<file path="src/rtl/lflt_pkg.sv">
// ---------------------------------------------------------------------------
// lflt_pkg
// Shared types, widths and codes of the login failure lockout table.
// ---------------------------------------------------------------------------
package lflt_pkg;

    localparam int TABLE_ENTRIES = 16;
    localparam int IDX_W         = (TABLE_ENTRIES > 1) ? $clog2(TABLE_ENTRIES) : 1;

    localparam int ADDR_W   = 32;
    localparam int TIME_W   = 32;
    localparam int COUNT_W  = 8;
    localparam int CFG_W    = 32;
    localparam int CFG_IDX_W = 2;

    localparam logic [CFG_IDX_W-1:0] CFG_LOCK_DURATION  = 2'd0;
    localparam logic [CFG_IDX_W-1:0] CFG_FAILURE_WINDOW = 2'd1;
    localparam logic [CFG_IDX_W-1:0] CFG_MAX_FAILURES   = 2'd2;

    localparam logic [TIME_W-1:0]  RST_LOCK_DURATION  = 32'd900;
    localparam logic [TIME_W-1:0]  RST_FAILURE_WINDOW = 32'd300;
    localparam logic [COUNT_W-1:0] RST_MAX_FAILURES   = 8'd3;

    localparam logic [COUNT_W-1:0] COUNT_MAX = {COUNT_W{1'b1}};

    typedef enum logic [1:0] {
        ST_SUCCESS = 2'd0,
        ST_LOCKED  = 2'd1,
        ST_WRONG   = 2'd2
    } status_t;

    typedef struct packed {
        logic [ADDR_W-1:0]  addr;
        logic               locked;
        logic [COUNT_W-1:0] fail_count;
        logic [TIME_W-1:0]  last_fail;
        logic [TIME_W-1:0]  lock_time;
    } entry_t;

    localparam int ENTRY_W = $bits(entry_t);

    typedef enum logic [2:0] {
        S_IDLE,
        S_SCAN,
        S_DRAIN,
        S_CHECK,
        S_COMMIT
    } ctrl_state_t;

    typedef struct packed {
        logic load;
        logic scan;
        logic check;
        logic commit;
    } ctrl_cmd_t;

    typedef struct packed {
        logic scan_last;
        logic out_free;
    } dp_stat_t;

endpackage

</file>
<file path="src/rtl/lflt_req_if.sv">
// ---------------------------------------------------------------------------
// lflt_req_if
// Login attempt channel: valid/ready handshake with the attempt payload.
// ---------------------------------------------------------------------------
interface lflt_req_if;
    import lflt_pkg::*;

    logic              valid;
    logic              ready;
    logic [ADDR_W-1:0] client_addr;
    logic [TIME_W-1:0] now_seconds;
    logic              credentials_ok;

    modport source (output valid, client_addr, now_seconds, credentials_ok, input ready);
    modport sink   (input valid, client_addr, now_seconds, credentials_ok, output ready);
endinterface

</file>
<file path="src/rtl/lflt_rsp_if.sv">
// ---------------------------------------------------------------------------
// lflt_rsp_if
// Verdict channel: valid/ready handshake with the verdict payload.
// ---------------------------------------------------------------------------
interface lflt_rsp_if;
    logic       valid;
    logic       ready;
    logic [1:0] status;
    logic       became_locked;
    logic       entry_dropped;

    modport source (output valid, status, became_locked, entry_dropped, input ready);
    modport sink   (input valid, status, became_locked, entry_dropped, output ready);
endinterface

</file>
<file path="src/rtl/login_failure_lockout_table.sv">
// ---------------------------------------------------------------------------
// login_failure_lockout_table
// Brute-force login lockout over a small table of client addresses.
// ---------------------------------------------------------------------------
// Usage: one beat on req carries a login attempt (client_addr, now_seconds,
// credentials_ok); for each attempt exactly one beat leaves on rsp with the
// verdict (status, became_locked, entry_dropped).
// Configuration: cfg_wr_en with cfg_index 0 (lock duration), 1 (failure
// window) or 2 (max failures) and cfg_wdata; write only while idle.
// Timing: one attempt at a time. After acceptance the table is walked one
// entry per cycle through the RAM read port, then timers are checked and the
// entry written back: the verdict is registered with the write-back and a new
// attempt is taken once the sequencer is back in idle (states SCAN, DRAIN,
// CHECK, COMMIT, then IDLE).
// Stall: the verdict sits in an output register; a new attempt is accepted
// while it waits, and only the write-back of that attempt holds until rsp
// frees.
// Reset: all table entries are empty and the configuration returns to
// 900 s lock, 300 s window and a limit of 3 failures.
// ---------------------------------------------------------------------------
module login_failure_lockout_table (
    input  logic                            clk,
    input  logic                            rst_n,
    lflt_req_if.sink                        req,
    lflt_rsp_if.source                      rsp,
    input  logic                            cfg_wr_en,
    input  logic [lflt_pkg::CFG_IDX_W-1:0]  cfg_index,
    input  logic [lflt_pkg::CFG_W-1:0]      cfg_wdata
);
    import lflt_pkg::*;

    ctrl_cmd_t cmd;
    dp_stat_t  stat;

    lflt_ctrl u_ctrl (
        .clk      (clk),
        .rst_n    (rst_n),
        .in_valid (req.valid),
        .in_ready (req.ready),
        .stat     (stat),
        .cmd      (cmd)
    );

    lflt_dpath u_dpath (
        .clk            (clk),
        .rst_n          (rst_n),
        .cmd            (cmd),
        .stat           (stat),
        .cfg_wr_en      (cfg_wr_en),
        .cfg_index      (cfg_index),
        .cfg_wdata      (cfg_wdata),
        .client_addr    (req.client_addr),
        .now_seconds    (req.now_seconds),
        .credentials_ok (req.credentials_ok),
        .out_valid      (rsp.valid),
        .out_ready      (rsp.ready),
        .status         (rsp.status),
        .became_locked  (rsp.became_locked),
        .entry_dropped  (rsp.entry_dropped)
    );
endmodule

</file>
<file path="src/rtl/lflt_ram.sv">
// ---------------------------------------------------------------------------
// lflt_ram
// Generic single-write, single-read RAM with registered read data.
// ---------------------------------------------------------------------------
module lflt_ram #(
    parameter int WIDTH = 8,
    parameter int DEPTH = 16
) (
    input  logic                                      clk,
    input  logic                                      we,
    input  logic [((DEPTH > 1) ? $clog2(DEPTH) : 1)-1:0] waddr,
    input  logic [WIDTH-1:0]                          wdata,
    input  logic [((DEPTH > 1) ? $clog2(DEPTH) : 1)-1:0] raddr,
    output logic [WIDTH-1:0]                          rdata
);
    logic [WIDTH-1:0] mem_reg [DEPTH];
    logic [WIDTH-1:0] rdata_reg;

    always_ff @(posedge clk)
    begin
        if (we)
        begin
            mem_reg[waddr] <= wdata;
        end
        rdata_reg <= mem_reg[raddr];
    end

    assign rdata = rdata_reg;
endmodule

</file>
<file path="src/rtl/lflt_ctrl.sv">
// ---------------------------------------------------------------------------
// lflt_ctrl
// Sequencer: accept an attempt, walk the table, check timers, commit.
// ---------------------------------------------------------------------------
module lflt_ctrl (
    input  logic                 clk,
    input  logic                 rst_n,
    input  logic                 in_valid,
    output logic                 in_ready,
    input  lflt_pkg::dp_stat_t   stat,
    output lflt_pkg::ctrl_cmd_t  cmd
);
    import lflt_pkg::*;

    ctrl_state_t state_reg;
    ctrl_state_t state_next;

    always_ff @(posedge clk or negedge rst_n)
    begin
        if (!rst_n)
        begin
            state_reg <= S_IDLE;
        end
        else
        begin
            state_reg <= state_next;
        end
    end

    always_comb
    begin
        state_next = state_reg;
        case (state_reg)
            S_IDLE:
            begin
                if (in_valid)
                begin
                    state_next = S_SCAN;
                end
            end
            S_SCAN:
            begin
                if (stat.scan_last)
                begin
                    state_next = S_DRAIN;
                end
            end
            S_DRAIN:  state_next = S_CHECK;
            S_CHECK:  state_next = S_COMMIT;
            S_COMMIT:
            begin
                if (stat.out_free)
                begin
                    state_next = S_IDLE;
                end
            end
            default:  state_next = S_IDLE;
        endcase
    end

    always_comb
    begin
        in_ready = 1'b0;
        cmd      = '0;
        case (state_reg)
            S_IDLE:
            begin
                in_ready = 1'b1;
                cmd.load = in_valid;
            end
            S_SCAN:   cmd.scan   = 1'b1;
            S_DRAIN:  cmd        = '0;
            S_CHECK:  cmd.check  = 1'b1;
            S_COMMIT: cmd.commit = stat.out_free;
            default:  cmd        = '0;
        endcase
    end
endmodule

</file>
<file path="src/rtl/lflt_dpath.sv">
// ---------------------------------------------------------------------------
// lflt_dpath
// Table storage, lookup walk, timer checks, entry update and verdict register.
// ---------------------------------------------------------------------------
module lflt_dpath (
    input  logic                            clk,
    input  logic                            rst_n,
    input  lflt_pkg::ctrl_cmd_t             cmd,
    output lflt_pkg::dp_stat_t              stat,
    input  logic                            cfg_wr_en,
    input  logic [lflt_pkg::CFG_IDX_W-1:0]  cfg_index,
    input  logic [lflt_pkg::CFG_W-1:0]      cfg_wdata,
    input  logic [lflt_pkg::ADDR_W-1:0]     client_addr,
    input  logic [lflt_pkg::TIME_W-1:0]     now_seconds,
    input  logic                            credentials_ok,
    output logic                            out_valid,
    input  logic                            out_ready,
    output logic [1:0]                      status,
    output logic                            became_locked,
    output logic                            entry_dropped
);
    import lflt_pkg::*;

    logic [TIME_W-1:0]        lock_duration_reg;
    logic [TIME_W-1:0]        failure_window_reg;
    logic [COUNT_W-1:0]       max_failures_reg;

    logic [ADDR_W-1:0]        addr_reg;
    logic [TIME_W-1:0]        now_reg;
    logic                     ok_reg;

    logic [TABLE_ENTRIES-1:0] valid_reg;
    logic [TABLE_ENTRIES-1:0] valid_next;
    logic [IDX_W-1:0]         scan_idx_reg;
    logic                     cmp_valid_reg;
    logic [IDX_W-1:0]         cmp_idx_reg;

    logic                     hit_reg;
    logic [IDX_W-1:0]         hit_idx_reg;
    entry_t                   hit_entry_reg;
    logic                     free_found_reg;
    logic [IDX_W-1:0]         free_idx_reg;

    logic                     expired_reg;
    logic                     window_reg;

    logic                     out_valid_reg;
    status_t                  status_reg;
    logic                     became_reg;
    logic                     dropped_reg;

    logic [ENTRY_W-1:0]       rd_bits;
    entry_t                   rd_entry;
    logic                     match;

    logic                     ram_we;
    logic [IDX_W-1:0]         ram_waddr;
    entry_t                   ram_wentry;

    logic                     lock_hold;
    logic                     lock_expired;
    logic                     live_hit;
    logic                     alloc_ok;
    logic [IDX_W-1:0]         alloc_idx;
    logic [COUNT_W-1:0]       count_base;
    logic [COUNT_W-1:0]       count_upd;
    logic                     lock_upd;
    logic                     lock_first;
    status_t                  status_next;
    logic                     became_next;
    logic                     dropped_next;

    lflt_ram #(
        .WIDTH (ENTRY_W),
        .DEPTH (TABLE_ENTRIES)
    ) u_table (
        .clk   (clk),
        .we    (ram_we),
        .waddr (ram_waddr),
        .wdata (ram_wentry),
        .raddr (scan_idx_reg),
        .rdata (rd_bits)
    );

    assign rd_entry = entry_t'(rd_bits);
    assign match    = cmp_valid_reg && valid_reg[cmp_idx_reg] && (rd_entry.addr == addr_reg);

    assign stat.scan_last = (scan_idx_reg == IDX_W'(TABLE_ENTRIES - 1));
    assign stat.out_free  = !out_valid_reg || out_ready;

    always_ff @(posedge clk or negedge rst_n)
    begin
        if (!rst_n)
        begin
            lock_duration_reg  <= RST_LOCK_DURATION;
            failure_window_reg <= RST_FAILURE_WINDOW;
            max_failures_reg   <= RST_MAX_FAILURES;
        end
        else if (cfg_wr_en)
        begin
            case (cfg_index)
                CFG_LOCK_DURATION:  lock_duration_reg  <= cfg_wdata[TIME_W-1:0];
                CFG_FAILURE_WINDOW: failure_window_reg <= cfg_wdata[TIME_W-1:0];
                CFG_MAX_FAILURES:   max_failures_reg   <= cfg_wdata[COUNT_W-1:0];
                default:            max_failures_reg   <= max_failures_reg;
            endcase
        end
    end

    always_ff @(posedge clk)
    begin
        if (cmd.load)
        begin
            addr_reg <= client_addr;
            now_reg  <= now_seconds;
            ok_reg   <= credentials_ok;
        end
        if (match && !hit_reg)
        begin
            hit_idx_reg   <= cmp_idx_reg;
            hit_entry_reg <= rd_entry;
        end
        if (cmp_valid_reg && !valid_reg[cmp_idx_reg] && !free_found_reg)
        begin
            free_idx_reg <= cmp_idx_reg;
        end
        cmp_idx_reg <= scan_idx_reg;
        if (cmd.check)
        begin
            expired_reg <= (now_reg - hit_entry_reg.lock_time) >= lock_duration_reg;
            window_reg  <= (now_reg - hit_entry_reg.last_fail) >= failure_window_reg;
        end
        if (cmd.commit)
        begin
            status_reg  <= status_next;
            became_reg  <= became_next;
            dropped_reg <= dropped_next;
        end
    end

    always_ff @(posedge clk or negedge rst_n)
    begin
        if (!rst_n)
        begin
            scan_idx_reg   <= '0;
            cmp_valid_reg  <= 1'b0;
            hit_reg        <= 1'b0;
            free_found_reg <= 1'b0;
            valid_reg      <= '0;
            out_valid_reg  <= 1'b0;
        end
        else
        begin
            cmp_valid_reg <= cmd.scan;
            valid_reg     <= valid_next;
            if (cmd.load)
            begin
                scan_idx_reg   <= '0;
                hit_reg        <= 1'b0;
                free_found_reg <= 1'b0;
            end
            else
            begin
                if (cmd.scan && !stat.scan_last)
                begin
                    scan_idx_reg <= scan_idx_reg + 1'b1;
                end
                if (match)
                begin
                    hit_reg <= 1'b1;
                end
                if (cmp_valid_reg && !valid_reg[cmp_idx_reg])
                begin
                    free_found_reg <= 1'b1;
                end
            end
            if (cmd.commit)
            begin
                out_valid_reg <= 1'b1;
            end
            else if (out_ready)
            begin
                out_valid_reg <= 1'b0;
            end
        end
    end

    assign lock_hold    = hit_reg && hit_entry_reg.locked && !expired_reg;
    assign lock_expired = hit_reg && hit_entry_reg.locked && expired_reg;
    assign live_hit     = hit_reg && !hit_entry_reg.locked;
    assign alloc_ok     = lock_expired || free_found_reg;
    assign alloc_idx    = (lock_expired && (!free_found_reg || (hit_idx_reg < free_idx_reg)))
                          ? hit_idx_reg : free_idx_reg;
    assign count_base   = window_reg ? '0 : hit_entry_reg.fail_count;
    assign count_upd    = (count_base == COUNT_MAX) ? count_base : count_base + 1'b1;
    assign lock_upd     = count_upd >= max_failures_reg;
    assign lock_first   = max_failures_reg <= COUNT_W'(1);

    always_comb
    begin
        valid_next   = valid_reg;
        ram_we       = 1'b0;
        ram_waddr    = hit_idx_reg;
        ram_wentry   = hit_entry_reg;
        status_next  = ST_WRONG;
        became_next  = 1'b0;
        dropped_next = 1'b0;
        if (lock_hold)
        begin
            status_next = ST_LOCKED;
        end
        else if (ok_reg)
        begin
            status_next = ST_SUCCESS;
            if (cmd.commit && hit_reg)
            begin
                valid_next[hit_idx_reg] = 1'b0;
            end
        end
        else if (live_hit)
        begin
            ram_we               = cmd.commit;
            ram_wentry.fail_count = count_upd;
            ram_wentry.last_fail = now_reg;
            ram_wentry.locked    = lock_upd;
            if (lock_upd)
            begin
                ram_wentry.lock_time = now_reg;
            end
            became_next = lock_upd;
        end
        else
        begin
            if (cmd.commit && lock_expired)
            begin
                valid_next[hit_idx_reg] = 1'b0;
            end
            if (alloc_ok)
            begin
                ram_we                = cmd.commit;
                ram_waddr             = alloc_idx;
                ram_wentry.addr       = addr_reg;
                ram_wentry.locked     = lock_first;
                ram_wentry.fail_count = COUNT_W'(1);
                ram_wentry.last_fail  = now_reg;
                ram_wentry.lock_time  = lock_first ? now_reg : '0;
                became_next           = lock_first;
                if (cmd.commit)
                begin
                    valid_next[alloc_idx] = 1'b1;
                end
            end
            else
            begin
                dropped_next = 1'b1;
            end
        end
    end

    assign out_valid     = out_valid_reg;
    assign status        = status_reg;
    assign became_locked = became_reg;
    assign entry_dropped = dropped_reg;
endmodule
</file>
<file path="src/flat_wrapper.sv">
// flat-port wrapper written by rule: the top's interface ports become plain ports
module login_failure_lockout_table_flat import lflt_pkg::*;
  (clk, rst_n, cfg_wr_en, cfg_index, cfg_wdata, req_valid, req_client_addr, req_now_seconds, req_credentials_ok, req_ready, rsp_valid, rsp_status, rsp_became_locked, rsp_entry_dropped, rsp_ready);
  lflt_req_if req_i ();
  lflt_rsp_if rsp_i ();
  input  logic clk;
  input  logic rst_n;
  input  logic cfg_wr_en;
  input  logic [lflt_pkg::CFG_IDX_W-1:0] cfg_index;
  input  logic [lflt_pkg::CFG_W-1:0] cfg_wdata;
  input wire logic [$bits(req_i.valid)-1:0] req_valid;
  input wire logic [$bits(req_i.client_addr)-1:0] req_client_addr;
  input wire logic [$bits(req_i.now_seconds)-1:0] req_now_seconds;
  input wire logic [$bits(req_i.credentials_ok)-1:0] req_credentials_ok;
  output wire logic [$bits(req_i.ready)-1:0] req_ready;
  output wire logic [$bits(rsp_i.valid)-1:0] rsp_valid;
  output wire logic [$bits(rsp_i.status)-1:0] rsp_status;
  output wire logic [$bits(rsp_i.became_locked)-1:0] rsp_became_locked;
  output wire logic [$bits(rsp_i.entry_dropped)-1:0] rsp_entry_dropped;
  input wire logic [$bits(rsp_i.ready)-1:0] rsp_ready;
  assign req_i.valid = req_valid;
  assign req_i.client_addr = req_client_addr;
  assign req_i.now_seconds = req_now_seconds;
  assign req_i.credentials_ok = req_credentials_ok;
  assign req_ready = req_i.ready;
  assign rsp_valid = rsp_i.valid;
  assign rsp_status = rsp_i.status;
  assign rsp_became_locked = rsp_i.became_locked;
  assign rsp_entry_dropped = rsp_i.entry_dropped;
  assign rsp_i.ready = rsp_ready;
  login_failure_lockout_table u_core (.clk(clk), .rst_n(rst_n), .req(req_i), .rsp(rsp_i), .cfg_wr_en(cfg_wr_en), .cfg_index(cfg_index), .cfg_wdata(cfg_wdata));
endmodule
</file>
<file path="config.mk">
export PLATFORM = sky130hd
export DESIGN_NAME = login_failure_lockout_table_flat
export DESIGN_NICKNAME = d
export VERILOG_FILES = /design/src/rtl/lflt_pkg.sv /design/src/rtl/lflt_req_if.sv /design/src/rtl/lflt_rsp_if.sv /design/src/rtl/login_failure_lockout_table.sv /design/src/rtl/lflt_ram.sv /design/src/rtl/lflt_ctrl.sv /design/src/rtl/lflt_dpath.sv /design/src/flat_wrapper.sv
export SDC_FILE = /design/constraint.sdc
export NUM_CORES = 2
export LEC_CHECK = 0
export ABC_AREA = 0
export BUFFER_PORTS_ARGS = -buffer_cell sky130_fd_sc_hd__buf_2
export CORE_MARGIN = 4
export CORE_UTILIZATION = 50
export DETAILED_ROUTE_END_ITERATION = 8
export GPL_ROUTABILITY_DRIVEN = 0
export PLACE_DENSITY = 0.66
export SLEW_MARGIN = 40
export SYNTH_ARGS = -nofsm -noshare
export SYNTH_HDL_FRONTEND = slang
export SYNTH_HIERARCHICAL = 1
export SYNTH_SLANG_ARGS = --single-unit
</file>
<file path="constraint.sdc">
create_clock -name clk -period 12.1 [get_ports clk]
set_clock_uncertainty 0.05 [all_clocks]
set_input_delay 0 -clock clk [delete_from_list [all_inputs] [get_ports clk]]
set_output_delay 0 -clock clk [all_outputs]
set_load 0.01 [all_outputs]
</file>
# == Word level (Yosys, flattened, before mapping) ==
# Memories as Yosys holds them, arrays and structs flattened. A register that Yosys moved wholly into a read port is not among the register bits.
# Index checks and enable logic that the tools add are counted.
# totals
regBits,287
ramBits,1680
in_bits,104
output_inout_bits,6
word_cells,153
n_memories,1
# memory_table
memory,words,word_bits,rd,rd_clocked_by_memory_dff,write_ports,line_no,text
u_core.u_dpath.u_table.mem_reg,16,105,1,1,1,lflt_ram.sv:16,logic [WIDTH-1:0] mem_reg [DEPTH];
# op_classes
add_sub_neg,4
n_lt_le_gt_ge,10
n_eq_ne,14
mux,56
bitwise_logic,4
n_reduce_logical,38
# op_table
operator,n
105-bit two-way mux,3
16-bit two-way mux,9
32-bit two-way mux,3
73-bit two-way mux,1
32-bit >= comparator,2
32-bit subtractor,2
32-bit == test,1
4-bit two-way mux,7
1-bit two-way mux,23
16-bit bitwise AND,1
8-bit two-way mux,2
16-bit NOT,1
16-bit bitwise OR,1
1-bit logical AND,15
4-bit by 5-bit < comparator with 1-bit output (second input constant),3
3-bit one-hot mux with 5 select lines,1
3-bit two-way mux,3
8-bit by 1-bit adder with 8-bit output (second input constant),1
1-bit demux with 4-bit select,2
8-bit == test (second input constant),1
4-bit by 1-bit >= comparator with 1-bit output (second input constant),2
8-bit >= comparator,1
8-bit by 1-bit <= comparator with 1-bit output (second input constant),1
2-bit != test (second input constant),4
other kinds (21),36

# == Longest topological paths before layout ==
# depth
word_depth,15
ltp_mapped,20
mapped_depth_nobuf,20

# == Cells and area by module ==
# The synthesis kept the hierarchy.
# modules_own_cells
module,n_inst,cells_per_inst,area_each_um2,seq_area_each_um2
lflt_ram,1,2688,64948.5,52550.4
lflt_dpath,1,1515,16622.2,8020.2
lflt_ctrl,1,17,167.7,75.1

# == Worst setup path before layout ==
# OpenSTA, ideal clock, no wires.
# synth_timing
path_type,register -> register
from,reg u_core.u_dpath.hit_idx_reg[1]
to,mem u_core/u_dpath/u_table/mem_reg[0][0] in the netlist's numbering (enable)
setup_time_ns,0.698
arrival_time_ns,9.528
required_time_ns,11.352
slack_ns,1.824
stages_incl_launch_ff,10
n_path_buf,0
synth_period_minus_slack_ns,10.276
cell_sequence,edfxtp_1 ha_1 a21o_1 a21o_1 a21oi_1 o2111ai_1 and2_0 mux2_2 or3b_2 nor3_1
# synth_between
elab_chain_cells,8
# synth_lines
item,line_no,text
"start, declared",lflt_dpath.sv:39,logic [IDX_W-1:0] hit_idx_reg;
"start signal, assigned",lflt_dpath.sv:120,hit_idx_reg <= cmp_idx_reg;
4-bit < comparator,lflt_dpath.sv:192,assign alloc_idx = (lock_expired && (!free_found_reg || (hit_idx_reg < free_idx_reg)))
1-bit logical OR,lflt_dpath.sv:192,
1-bit logical AND,lflt_dpath.sv:192,
4-bit two-way mux,lflt_dpath.sv:193,? hit_idx_reg : free_idx_reg;
4-bit two-way mux,lflt_dpath.sv:238,if (alloc_ok)
4-bit two-way mux,lflt_dpath.sv:220,else if (live_hit)
4-bit two-way mux,lflt_dpath.sv:212,else if (ok_reg)
4-bit two-way mux,lflt_dpath.sv:208,if (lock_hold)
via u_core.u_dpath.ram_waddr[2],lflt_dpath.sv:57,logic [IDX_W-1:0] ram_waddr;
"end, declared",lflt_ram.sv:16,
# The timed path passes the listed nets, and every way through them passes these cells.

# == Worst setup path in the final report ==
# layout_timing
from,reg u_core.u_dpath.free_idx_reg[1]
to,mem u_core/u_dpath/u_table/mem_reg[10][86] in the netlist's numbering (enable)
# layout_between
elab_chain_cells,8
# layout_lines
item,line_no,text
"start, declared",lflt_dpath.sv:42,logic [IDX_W-1:0] free_idx_reg;
"start signal, assigned",lflt_dpath.sv:125,free_idx_reg <= cmp_idx_reg;
4-bit < comparator,lflt_dpath.sv:192,
1-bit logical OR,lflt_dpath.sv:192,
1-bit logical AND,lflt_dpath.sv:192,
4-bit two-way mux,lflt_dpath.sv:193,
4-bit two-way mux,lflt_dpath.sv:238,
4-bit two-way mux,lflt_dpath.sv:220,
4-bit two-way mux,lflt_dpath.sv:212,
4-bit two-way mux,lflt_dpath.sv:208,
via u_core.u_dpath.ram_waddr[2],lflt_dpath.sv:57,
# The timed path passes the listed nets, and every way through them passes these cells.

==> results.json <==
{
  "finalPower_mw": 19.52,
  "start_kind": "flop",
  "grt_pass1_wl_mm": 301.1,
  "start_util_pct": 50.27,
  "pwr-share-clk_pct": 31.8,
  "syn_to_final_growth_pct": 15.62,
  "vias": 43230,
  "finalSetupTns_ns": 0,
  "grt_overflow": 0,
  "drcViolationCount": 0,
  "netlist_instances": 4220,
  "timing.hold.ws_ns": 0.2845,
  "setup_violations": 0,
  "path_delay_family": "buffers and inverters",
  "fmax_ghz": 0.1702,
  "synth_cell_types": 91,
  "hp-class": "in -> async",
  "dpl_worst_slack_ns": 6.269,
  "rrSetupSlack_ns": 6.23,
  "synth_top_flop_cell": "edfxtp_1",
  "yosys.area.top_type": "edfxtp_1",
  "period_share_pct": 48.55,
  "die_area_sq_mm": 0.1700,
  "fin_nets": 4941,
  "crit_path_frequent_cell": "buf_4",
  "finalCriticalPeriod_ns": 5.875,
  "synth_area_per_cell_sq_um": 19.37,
  "fin_ws_ns": 6.225,
  "grt_pass1_vias": 43140,
  "worstSkewPairLatency_ns": 0.83,
  "largest_register_ff_count": 1680,
  "synth-edff-count": 1864,
  "clk_pin_slew_ns": 0.07,
  "ios": 110,
  "synthTopCellsByCount": "edfxtp_1 (1864), mux4_2 (425), nand2_1 (233)",
  "syn-num-nets": 4465,
  "die_y_microns": 412.3,
  "cts_tree": "done",
  "sw_frac_of_total_pct": 27.91,
  "power.internal_mw": 14.07,
  "combinationalPowerShare_pct": 23.4,
  "ys_seq_area_share_pct": 74.19,
  "synthTopCellsByArea": "edfxtp_1 (68%), mux4_2 (12%), dfrtp_1 (2.7%)",
  "timing.critical_path.buf_inv": 4,
  "worstPathRequired_ns": 12.48,
  "synth.most_common_cell": "edfxtp_1",
  "num_rows": 148,
  "synthArstFlopShare_pct": 4.778,
  "dp_hpwl_mm": 111.9,
  "fill_cells": 11960,
  "postCtsSetupBuffers": 0,
  "drive_gt1_share_pct": 22.93,
  "dieWidth_microns": 412.3,
  "slew-limit-headroom_pct": 38.87,
  "cts-root-buf": "clkbuf_16",
  "core_sq_mm": 0.1626,
  "max_stage_delay_ns": 0.77,
  "yosys.area.top_type_share_pct": 68.48,
  "yosysWarnings": 6,
  "synth_area_sq_mm": 0.08174,
  "r2r_end": "u_core/u_dpath/u_table/mem_reg[10][86]",
  "antenna_found_initial": 3,
  "worst_ep_arrival_time_ns": 6.26,
  "crit_type": "reg -> reg",
  "drtAntennaViolNets": 0,
  "final_area_sq_mm": 0.09451,
  "hold_violations": 0,
  "timing.rr.start": "u_core/u_dpath/free_idx_reg[1]",
  "cp_max_fo": 39,
  "cts-htree-levels": 4,
  "pwr_density_cell_mw_per_mm2": 206.6,
  "ys_ff_latch": 2072,
  "power.switching_mw": 5.449,
  "vias_per_cell": 6.130,
  "rsz0062_at_grt": "false",
  "crit_path_top_delay_cell": "buf_4",
  "numCtsBuffers": 201,
  "seq_power_share_pct": 44.8,
  "cts_resized": 0,
  "tightest_slew_ns": 0.9170,
  "grt_usage_pct": 24.38,
  "drt-initial-drc-count": 5616,
  "dpl_cell_area_sq_mm": 0.08553,
  "clock-sinks": 2072,
  "p_leak_nw": 31.90,
  "ir_drop_uv": 263.8,
  "wl_per_cell_microns": 29.22,
  "status": "complete, no violations",
  "cap_violations": 0,
  "first_pass_iters": 6,
  "port_buffers": 109,
  "crit_chain": "inv_1, ha_1, a21o_1, a21o_1, a21oi_1, o2111ai_2, and2_0, mux2_2, nand3b_1, nor2_4, buf_4, buf_4, buf_4",
  "grt_max_degree": 115,
  "cp-end-kind": "flop",
  "clockBufferDepth": 3,
  "reg2reg_depth": 13,
  "routed_wl_mm": 206.1,
  "final_max_slew_viol_count": 0
}
## how the worst max path moves through the flow
stage	from	to	slack (ns)	cells past startpoint
CTS	u_core/u_dpath/free_idx_reg[1]	u_core/u_dpath/u_table/mem_reg[10][86]	6.21	13
global route	u_core/u_dpath/free_idx_reg[1]	u_core/u_dpath/u_table/mem_reg[10][86]	5.99	13
detailed placement	u_core/u_dpath/free_idx_reg[1]	u_core/u_dpath/u_table/mem_reg[10][92]	6.27	13
global placement	u_core/u_dpath/free_idx_reg[1]	u_core/u_dpath/u_table/mem_reg[10][92]	6.08	13
floorplan	u_core/u_dpath/hit_idx_reg[1]	u_core/u_dpath/u_table/mem_reg[0][0]	1.82	9
finish	u_core/u_dpath/free_idx_reg[1]	u_core/u_dpath/u_table/mem_reg[10][86]	6.23	13
## power groups by stage
stage	sequential, mW	clock [mW]	combinational [mW]
after floorplan	8.75	0	3.33
after global placement	8.92	0	4.35
after detailed placement	8.91	0	4.48
after CTS	8.76	6.32	4.56
after global routing	8.76	6.64	4.92
final	8.74	6.22	4.56
## kinds of logic after synthesis
logic type / count (synthesis) / share of synthesized area [%]
compound gates: 616 / 5.275
xor+xnor: 98 / 1.050
fa+ha+maj: 141 / 2.177
buf+inv: 340 / 1.965
flops: 2072 / 74.19
mux: 504 / 12.80
simple gates: 449 / 2.541
## worst reg2reg max path, delay by kind of cell (launching register included)
family / cells / cell delay [ns]
buffers and inverters: 4 / 2.24
AND/OR/NAND/NOR: 3 / 1.30
AO/OA/AOI/OAI: 4 / 0.88
flip-flops: 1 / 0.43
multiplexers: 1 / 0.35
adder cells (fa/ha/maj): 1 / 0.24
## metrics by stage
stage | std cells | utilization [%]
floorplan | 4220 | -
global placement | 6425 | 52.34
detailed placement | 6440 | 52.60
CTS | 7047 | 58.06
global route | 7051 | 58.13
finish | 7052 | 58.13
## cells in the final DEF (no fill, tap or decap), types with 87 or more instances in the layout
| master | netlist | layout |
|---|---|---|
| a22oi_1 | 210 | 210 |
| buf_2 | 42 | 110 |
| clkbuf_16 | 0 | 204 |
| dfrtp_1 | 89 | 87 |
| dfxtp_1 | 109 | 109 |
| dlygate4sd3_1 | 0 | 223 |
| edfxtp_1 | 1864 | 1864 |
| ha_1 | 139 | 139 |
| inv_1 | 162 | 162 |
| mux4_2 | 425 | 425 |
| nand2_1 | 233 | 232 |
| o21ai_0 | 137 | 137 |
## timing repair
action | CTS | global route
setup endpoints to repair | 0 | 0
hold endpoints to repair | 267 | 0
hold buffers | 224 | 0
## layer usage
layer  GRT usage, %  wire (microns)  up-vias
li1               -               -    18070
met2          37.04           95870     2071
met3          3.790           17640      278
met1          37.53           88130    22810
met5              0               0        -
met4          5.721            4442        0
## area by class of cell
cell class                      count  area (sq um)  share of cell area [%]
Sequential cell                  2072         60650                   64.18
Multi-Input combinational cell   1808         19720                   20.87
Clock buffer                      288          5710                   6.042
Timing Repair Buffer              451          4189                   4.432
Tap cell                         2175          2721                   2.879
Clock inverter                     95         902.1                  0.9545
Inverter                          162         608.1                  0.6434
Antenna cell                        1         2.502                0.002648
Note: power is estimated with default switching activity, not from simulation.
